===== src/rtl/dpmt_pkg.sv =====
package dpmt_pkg;

    // Payload widths
    localparam int unsigned SelW     = 2;
    localparam int unsigned MinutesW = 16;
    localparam int unsigned HoursW   = 11;
    localparam int unsigned MinLeftW = 6;
    localparam int unsigned QuenchW  = 16;
    localparam int unsigned TenthW   = 4;
    localparam int unsigned SecW     = 6;
    localparam int unsigned CodeW    = 2;
    localparam int unsigned InDataW  = 8;
    localparam int unsigned OutDataW = 56;
    localparam int unsigned CfgIdxW  = 8;

    // Counter end values
    localparam logic [TenthW-1:0] TenthLast  = 4'd9;
    localparam logic [SecW-1:0]   SecondLast = 6'd59;

    // Reciprocal of sixty: floor(x * 34953 / 2^21) == x / 60 for every 16-bit x
    localparam logic [15:0] Div60Mult  = 16'd34953;
    localparam int unsigned Div60Shift = 21;

    // Sequence selector and completion codes
    localparam logic [SelW-1:0]  SelSeq1  = 2'd1;
    localparam logic [SelW-1:0]  SelSeq2  = 2'd2;
    localparam logic [CodeW-1:0] CodeSeq1 = 2'd1;
    localparam logic [CodeW-1:0] CodeSeq2 = 2'd2;

    // Configuration register indexes
    localparam logic [CfgIdxW-1:0] CfgTotalSeq1 = 8'd0;
    localparam logic [CfgIdxW-1:0] CfgTotalSeq2 = 8'd1;

    // State snapshot handed from the counter stage to the output stage
    typedef struct packed {
        logic                second;
        logic [CodeW-1:0]    code;
        logic [MinutesW-1:0] rem1;
        logic [MinutesW-1:0] rem2;
        logic [QuenchW-1:0]  quench;
    } snap_t;

endpackage


===== src/rtl/dpmt_core.sv =====
module dpmt_core (
    input  logic                           aclk,
    input  logic                           aresetn,
    input  logic                           cfg_valid,
    output logic                           cfg_ready,
    input  logic [dpmt_pkg::CfgIdxW-1:0]   cfg_index,
    input  logic [dpmt_pkg::MinutesW-1:0]  cfg_data,
    input  logic                           s_tvalid,
    output logic                           s_tready,
    input  logic [dpmt_pkg::InDataW-1:0]   s_tdata,
    output logic                           snap_valid,
    input  logic                           snap_ready,
    output dpmt_pkg::snap_t                snap
);
    import dpmt_pkg::*;

    logic [MinutesW-1:0] total1_reg, total2_reg;
    logic [TenthW-1:0]   tenth_reg, tenth_next;
    logic [SecW-1:0]     sec1_reg, sec1_next, sec2_reg, sec2_next;
    logic [MinutesW-1:0] done1_reg, done1_next, done2_reg, done2_next;
    logic [CodeW-1:0]    code_reg, code_next;
    logic [MinutesW-1:0] rem1_reg, rem1_next, rem2_reg, rem2_next;
    logic [QuenchW-1:0]  quench_reg, quench_next;
    logic                second_reg, valid_reg, valid_next;
    logic                accept, tick, count1, count2;
    logic [SelW-1:0]     sel;
    logic                hold, quench_run;
    logic [MinutesW:0]   inc1, inc2;

    assign sel        = s_tdata[1:0];
    assign hold       = s_tdata[2];
    assign quench_run = s_tdata[3];

    assign cfg_ready = 1'b1;
    assign s_tready  = !valid_reg || snap_ready;
    assign accept    = s_tvalid && s_tready;
    assign tick      = (tenth_reg == TenthLast);
    assign count1    = tick && !hold && (sel == SelSeq1);
    assign count2    = tick && !hold && (sel == SelSeq2);
    assign inc1      = {1'b0, done1_reg} + {{MinutesW{1'b0}}, 1'b1};
    assign inc2      = {1'b0, done2_reg} + {{MinutesW{1'b0}}, 1'b1};

    // Advance the tenth, second, minute and quench counters per tick
    always_comb begin
        tenth_next  = tick ? '0 : tenth_reg + 1'b1;
        sec1_next   = sec1_reg;
        sec2_next   = sec2_reg;
        done1_next  = done1_reg;
        done2_next  = done2_reg;
        code_next   = code_reg;
        quench_next = quench_reg;
        if (count1) begin
            if (sec1_reg == SecondLast) begin
                sec1_next = '0;
                if (inc1 >= {1'b0, total1_reg}) begin
                    done1_next = total1_reg;
                    code_next  = CodeSeq1;
                end else begin
                    done1_next = inc1[MinutesW-1:0];
                end
            end else begin
                sec1_next = sec1_reg + 1'b1;
            end
        end
        if (count2) begin
            if (sec2_reg == SecondLast) begin
                sec2_next = '0;
                if (inc2 >= {1'b0, total2_reg}) begin
                    done2_next = total2_reg;
                    code_next  = CodeSeq2;
                end else begin
                    done2_next = inc2[MinutesW-1:0];
                end
            end else begin
                sec2_next = sec2_reg + 1'b1;
            end
        end
        if (tick && quench_run) begin
            quench_next = quench_reg + 1'b1;
        end
    end

    // Refresh the remaining time on each second only
    assign rem1_next = tick ? total1_reg - done1_next : rem1_reg;
    assign rem2_next = tick ? total2_reg - done2_next : rem2_reg;

    // Hold the snapshot valid until the output stage takes it
    always_comb begin
        if (accept) begin
            valid_next = 1'b1;
        end else if (snap_ready) begin
            valid_next = 1'b0;
        end else begin
            valid_next = valid_reg;
        end
    end

    always_ff @(posedge aclk) begin
        if (!aresetn) begin
            total1_reg <= '0;
            total2_reg <= '0;
            tenth_reg  <= '0;
            sec1_reg   <= '0;
            sec2_reg   <= '0;
            done1_reg  <= '0;
            done2_reg  <= '0;
            code_reg   <= '0;
            rem1_reg   <= '0;
            rem2_reg   <= '0;
            quench_reg <= '0;
            second_reg <= 1'b0;
            valid_reg  <= 1'b0;
        end else begin
            valid_reg <= valid_next;
            if (cfg_valid && cfg_ready) begin
                if (cfg_index == CfgTotalSeq1) begin
                    total1_reg <= cfg_data;
                end else if (cfg_index == CfgTotalSeq2) begin
                    total2_reg <= cfg_data;
                end
            end
            if (accept) begin
                tenth_reg  <= tenth_next;
                sec1_reg   <= sec1_next;
                sec2_reg   <= sec2_next;
                done1_reg  <= done1_next;
                done2_reg  <= done2_next;
                code_reg   <= code_next;
                rem1_reg   <= rem1_next;
                rem2_reg   <= rem2_next;
                quench_reg <= quench_next;
                second_reg <= tick;
            end
        end
    end

    assign snap_valid  = valid_reg;
    assign snap.second = second_reg;
    assign snap.code   = code_reg;
    assign snap.rem1   = rem1_reg;
    assign snap.rem2   = rem2_reg;
    assign snap.quench = quench_reg;

    // A beat that completed a second leaves the tenth counter at zero
    a_second_wraps_tenth: assert property (@(posedge aclk) disable iff (!aresetn)
        valid_reg && second_reg |-> tenth_reg == '0)
        else $error("second flagged but tenth counter not wrapped");

    a_tenth_range: assert property (@(posedge aclk) disable iff (!aresetn)
        tenth_reg <= TenthLast)
        else $error("tenth counter out of range");

    a_seconds_range: assert property (@(posedge aclk) disable iff (!aresetn)
        sec1_reg <= SecondLast && sec2_reg <= SecondLast)
        else $error("sequence seconds out of range");

    a_code_legal: assert property (@(posedge aclk) disable iff (!aresetn)
        code_reg == '0 || code_reg == CodeSeq1 || code_reg == CodeSeq2)
        else $error("illegal completion code");

endmodule


===== src/rtl/dpmt_out.sv =====
module dpmt_out (
    input  logic                          aclk,
    input  logic                          aresetn,
    input  logic                          snap_valid,
    output logic                          snap_ready,
    input  dpmt_pkg::snap_t               snap,
    output logic                          m_tvalid,
    input  logic                          m_tready,
    output logic [dpmt_pkg::OutDataW-1:0] m_tdata
);
    import dpmt_pkg::*;

    localparam int unsigned ProdW = 2 * MinutesW;

    logic                valid_reg, valid_next;
    logic [OutDataW-1:0] data_reg, data_next;
    logic [HoursW-1:0]   hours1, hours2;
    logic [MinLeftW-1:0] mins1, mins2;

    // Split minutes into hours and minutes past the hour
    function automatic logic [HoursW+MinLeftW-1:0] split_hours(input logic [MinutesW-1:0] x);
        logic [ProdW-1:0]    prod;
        logic [HoursW-1:0]   q;
        logic [MinutesW-1:0] q60;
        logic [MinutesW-1:0] r;
        prod = ProdW'(x) * ProdW'(Div60Mult);
        q    = prod[Div60Shift +: HoursW];
        q60  = {q[HoursW-2:0], 6'b0} - {{(MinutesW-HoursW-2){1'b0}}, q, 2'b0};
        r    = x - q60;
        return {q, r[MinLeftW-1:0]};
    endfunction

    assign {hours1, mins1} = split_hours(snap.rem1);
    assign {hours2, mins2} = split_hours(snap.rem2);

    assign data_next = {3'b0, snap.quench, mins2, hours2, mins1, hours1, snap.code, snap.second};

    assign snap_ready = !valid_reg || m_tready;

    // Hold the result until the receiver takes it
    always_comb begin
        if (snap_valid) begin
            valid_next = 1'b1;
        end else if (m_tready) begin
            valid_next = 1'b0;
        end else begin
            valid_next = valid_reg;
        end
    end

    always_ff @(posedge aclk) begin
        if (!aresetn) begin
            valid_reg <= 1'b0;
        end else if (snap_ready) begin
            valid_reg <= valid_next;
        end
    end

    always_ff @(posedge aclk) begin
        if (snap_valid && snap_ready) begin
            data_reg <= data_next;
        end
    end

    assign m_tvalid = valid_reg;
    assign m_tdata  = data_reg;

    // Minutes past the hour never reach sixty
    a_minutes_range: assert property (@(posedge aclk) disable iff (!aresetn)
        valid_reg |-> data_reg[19:14] < 6'd60 && data_reg[36:31] < 6'd60)
        else $error("minutes left out of range");

    // A stalled result keeps its contents
    a_result_held: assert property (@(posedge aclk) disable iff (!aresetn)
        valid_reg && !m_tready |=> $stable(data_reg))
        else $error("result changed while stalled");

    a_ready_when_empty: assert property (@(posedge aclk) disable iff (!aresetn)
        !valid_reg |-> snap_ready)
        else $error("output stage empty but not ready");

endmodule


===== src/rtl/dual_process_minute_timer.sv =====
// Dual process minute timer.
// Each beat on the s_ channel is one 100 ms tick carrying the active sequence
// selector, the hold flag and the quench-running flag. Every tick gives one
// result beat on the m_ channel: second flag, latched completion code,
// remaining hours and minutes of both sequences and the quench seconds.
// Sequence totals are written over the cfg channel (index 0: sequence one,
// index 1: sequence two, 16-bit minutes); cfg_ready is always high.
// A tick is registered in the counter stage and then in the output stage,
// whose register raises m_tvalid with its result.
// Throughput is one tick per cycle while m_tready stays high:
// a counter stage updates all state and a second register stage splits the
// remaining minutes into hours and minutes by a reciprocal multiply.
// When the receiver stalls, both stages fill and s_tready drops; nothing is
// lost and a held result keeps its value. Reset (aresetn low at a clock edge)
// clears every counter, the totals and the completion code and empties both
// stages; no clearing pass is needed.
module dual_process_minute_timer (
    input  logic        aclk,
    input  logic        aresetn,
    input  logic        cfg_valid,
    output logic        cfg_ready,
    input  logic [7:0]  cfg_index,
    input  logic [15:0] cfg_data,
    input  logic        s_tvalid,
    output logic        s_tready,
    // [1:0] active_sequence, [2] hold, [3] quench_running, [7:4] zero
    input  logic [7:0]  s_tdata,
    output logic        m_tvalid,
    input  logic        m_tready,
    // [0] second_elapsed, [2:1] complete_code, [13:3] seq1_hours_left,
    // [19:14] seq1_minutes_left, [30:20] seq2_hours_left,
    // [36:31] seq2_minutes_left, [52:37] quench_seconds, [55:53] zero
    output logic [55:0] m_tdata
);
    import dpmt_pkg::*;

    snap_t snap;
    logic  snap_valid, snap_ready;

    dpmt_core u_core (
        .aclk       (aclk),
        .aresetn    (aresetn),
        .cfg_valid  (cfg_valid),
        .cfg_ready  (cfg_ready),
        .cfg_index  (cfg_index),
        .cfg_data   (cfg_data),
        .s_tvalid   (s_tvalid),
        .s_tready   (s_tready),
        .s_tdata    (s_tdata),
        .snap_valid (snap_valid),
        .snap_ready (snap_ready),
        .snap       (snap)
    );

    dpmt_out u_out (
        .aclk       (aclk),
        .aresetn    (aresetn),
        .snap_valid (snap_valid),
        .snap_ready (snap_ready),
        .snap       (snap),
        .m_tvalid   (m_tvalid),
        .m_tready   (m_tready),
        .m_tdata    (m_tdata)
    );

endmodule

===== config.mk =====
export PLATFORM = sky130hd
export DESIGN_NAME = dual_process_minute_timer
export DESIGN_NICKNAME = d
export VERILOG_FILES = /design/src/rtl/dpmt_pkg.sv /design/src/rtl/dpmt_core.sv /design/src/rtl/dpmt_out.sv /design/src/rtl/dual_process_minute_timer.sv
export SDC_FILE = /design/constraint.sdc
export NUM_CORES = 1
export LEC_CHECK = 0
export BUFFER_PORTS_ARGS = -buffer_cell sky130_fd_sc_hd__buf_2
export CAP_MARGIN = 5
export CORE_MARGIN = 4
export CORE_UTILIZATION = 55
export CTS_CLUSTER_DIAMETER = 30
export CTS_CLUSTER_SIZE = 24
export DETAILED_ROUTE_END_ITERATION = 8
export PLACE_DENSITY = 0.73
export SLEW_MARGIN = 20
export SYNTH_ARGS = -nofsm -noshare
export SYNTH_HDL_FRONTEND = slang
export SYNTH_HIERARCHICAL = 1
export SYNTH_SLANG_ARGS = --single-unit

===== constraint.sdc =====
create_clock -name aclk -period 7.6 [get_ports aclk]
set_input_delay 0.76 -clock aclk [delete_from_list [all_inputs] [get_ports aclk]]
set_output_delay 0.76 -clock aclk [all_outputs]
set_load 0.005 [all_outputs]

==> results.sh <==
export IMPL_r2r_start="u_core/done1_reg[0]"
export IMPL_fill_cells=2274
export IMPL_whs_ns=0.4588
export IMPL_syn_area_per_cell_um2=9.111
export IMPL_synth_flop_cell="dfxtp_1"
export IMPL_timing_rr_end="u_core/rem1_reg[10]"
export IMPL_coreArea_um2=26950
export IMPL_insertion_delay_ns=0.44
export IMPL_nNetsFinal=2051
export IMPL_wirelength_um=34520
export IMPL_hpwlAfterDp_um=26820
export IMPL_critPathTopFamily="compound AO/OA/AOI/OAI gates"
export IMPL_finClkSkew_ns=0.01150
export IMPL_antenna_found_initial=0
export IMPL_clk_pin_slew_ns=0.08
export IMPL_synth_top_area_cell="ha_1"
export IMPL_status="complete, no violations"
export IMPL_die_x_um=173.5
export IMPL_wl_per_cell_um=16.71
export IMPL_met2_length_um=15590
export IMPL_critPathMaxStageDelay_ns=0.68
export IMPL_grt_overflow_total=0
export IMPL_synthesis_instances=1654
export IMPL_drc=0
export IMPL_cts_tree="yes"
export IMPL_syn_area_um2=15070
export IMPL_chipHeight_um=173.5
export IMPL_post_cts_setup_buffers=0
export IMPL_dr_pass1_iters=5
export IMPL_largest_reg_flops=53
export IMPL_gp_congestion=0.9479
export IMPL_fin_crit_ns=6.767
export IMPL_drv_cap=0
export IMPL_drt_iter0_markers=891
export IMPL_crit_slowest_cell="a221oi_1"
export IMPL_wl_met1_um=16620
export IMPL_peakVddDrop_uv=138.5
export IMPL_crit_cells=29
export IMPL_tightest_slew_ns=1.166
export IMPL_pin_count=96
export IMPL_grt_pass1_vias=11640
export IMPL_die_area_um2=30110
export IMPL_hold_path_startpoint="u_core/code_reg[0]"
export IMPL_route_met3_wl_um=1788
export IMPL_ys_ff_latch=186
export IMPL_critPathLaunch="u_core/done1_reg[0]"
export IMPL_io_buffers=87
export IMPL_grtUsageTotal=0.2291
export IMPL_start_util=0.5591
export IMPL_maxSlewHeadroom=0.2230
export IMPL_yosysTopAreaCellShare=0.2167
export IMPL_utilization=0.6074
export IMPL_worst_r2r_path_depth=29
export IMPL_cts_buffers=17
export IMPL_vias=11950
export IMPL_instances_no_fill=2066
export IMPL_tns_ns=0
export IMPL_detail_route_antenna_nets=0
export IMPL_ys_top_cells_by_area="ha_1 (22%), dfxtp_1 (18%), edfxtp_1 (11%), fa_1 (5.4%), xnor2_1 (3.6%)"
export IMPL_syn_to_final_growth_pct=8.626
export IMPL_p_per_area_nw_per_um2=123.3
export IMPL_endpoint_kind="flip-flop"
export IMPL_maxSlewViolCount=0
export IMPL_fp_row_count=60
export IMPL_cp_max_fo=9
export IMPL_yosysMostFrequentCell="ha_1"
export IMPL_rrSetupSlack_ns=0.83
export IMPL_synth_seq_area_share=0.2823
export IMPL_path_class="flip-flop to flip-flop"
export IMPL_setup_viol=0
export IMPL_clk_path_buf_depth=2
export IMPL_drive_above_1_share=0.09507
export IMPL_cts_root_buffer="clkbuf_16"
export IMPL_antenna_cells=0
export IMPL_cts_max_level=4
export IMPL_ys_types=84
export IMPL_period_share=0.8903
export IMPL_hold_path_class="flip-flop to flip-flop"
export IMPL_dp_cells=2034
export IMPL_min_to="u_out/m_tdata[1]"
export IMPL_highest_layer="met4"
export IMPL_hold_depth=0
export IMPL_grt_max_degree=87
export IMPL_cts_resized=0
export IMPL_cts_num_sinks=186
export IMPL_rsz0062_at_grt="false"
export IMPL_synth_common_cells="ha_1 (261), nand2_1 (139), dfxtp_1 (133), inv_1 (120), nor2_1 (105)"
export IMPL_ys_async_sr_fraction=0
export IMPL_arrival_ns=7.07
export IMPL_leakage_nw=7.924
export IMPL_ctsHoldBuffers=0
export IMPL_synth_edff_count=53
export IMPL_max_freq_ghz=0.1478
export IMPL_required_ns=7.90
export IMPL_hold_viol_final=0
export IMPL_vias_per_cell=5.786
export IMPL_worst_path_buf_inv=2
export IMPL_start_kind="flip-flop"
export IMPL_grt_pass1_wl_um=57480
export IMPL_yosysWarnings=6
[through the flow]
stage / total power, mW / setup WS [ns] / area (um2)
floorplan: 1.103 / 1.734 / 15080
global placement: 1.141 / 1.130 / 15770
detailed placement: 1.143 / 1.007 / 15770
CTS: 2.036 / 0.9606 / 16360
global route: 2.083 / 0.3075 / 16370
finish: 2.018 / 0.8334 / 16370
[where the power goes]
group | switching (mW) | internal (mW)
Clock | 0.453 | 0.446
Combinational | 0.0545 | 0.0288
Sequential | 0.00598 | 1.03
Total | 0.513 | 1.50
[worst max-delay path by stage]
| stage | endpoint |
|---|---|
| after global placement | u_core/rem1_reg[10] |
| after detailed placement | u_core/rem1_reg[10] |
| after floorplan | u_core/rem1_reg[13] |
| after global routing | u_core/rem1_reg[10] |
| final | u_core/rem1_reg[10] |
| after CTS | u_core/rem1_reg[10] |
[metal layers]
metal	up-vias	global-route usage
met3	32	0.03642
met4	0	0.05454
met1	5592	0.3219
met5	-	0
li1	5992	-
met2	337	0.3724
[cell families (layout without fill, tap and decap cells)]
family | count (synthesis) | count (layout) | share of synthesized area
compound gates | 341 | 341 | 0.1479
xor+xnor | 100 | 100 | 0.05812
fa+ha+maj | 303 | 303 | 0.2718
buf+inv | 181 | 250 | 0.04749
flops | 186 | 186 | 0.2823
mux | 41 | 41 | 0.02723
other cells | 2 | 4 | 0.0004984
simple gates | 500 | 500 | 0.1646
[layout make-up]
| class | count | area [um2] | area share |
|---|---|---|---|
| tap | 341 | 426.7 | 0.02606 |
| timing repair buffer | 97 | 510.5 | 0.03119 |
| clock buffer | 17 | 425.4 | 0.02599 |
| clock inverter | 15 | 171.4 | 0.01047 |
| inverter | 121 | 454.2 | 0.02775 |
| multi-input combinational | 1289 | 10130 | 0.6187 |
| sequential | 186 | 4254 | 0.2599 |
[cells in the final DEF (no fill, tap or decap), types with 17 or more instances in the layout]
| cell type | synthesis | routed |
|---|---|---|
| nand2_1 | 139 | 139 |
| ha_1 | 261 | 261 |
| fa_1 | 41 | 41 |
| nor3_1 | 25 | 25 |
| and3_1 | 24 | 24 |
| edfxtp_1 | 53 | 53 |
| clkbuf_16 | 0 | 17 |
| mux2i_1 | 41 | 41 |
| buf_2 | 8 | 87 |
| xor2_1 | 38 | 38 |
| inv_1 | 120 | 120 |
| nand3_1 | 60 | 60 |
| nand4_1 | 26 | 26 |
| and2_1 | 20 | 19 |
| o21ai_0 | 87 | 87 |
| a21oi_1 | 100 | 100 |
| dfxtp_1 | 133 | 133 |
| a31oi_1 | 17 | 17 |
| nor2b_1 | 47 | 47 |
| xnor2_1 | 62 | 62 |
| nor2_1 | 105 | 103 |
| a21o_1 | 27 | 27 |
No activity file was read; power rests on OpenSTA's default activity.
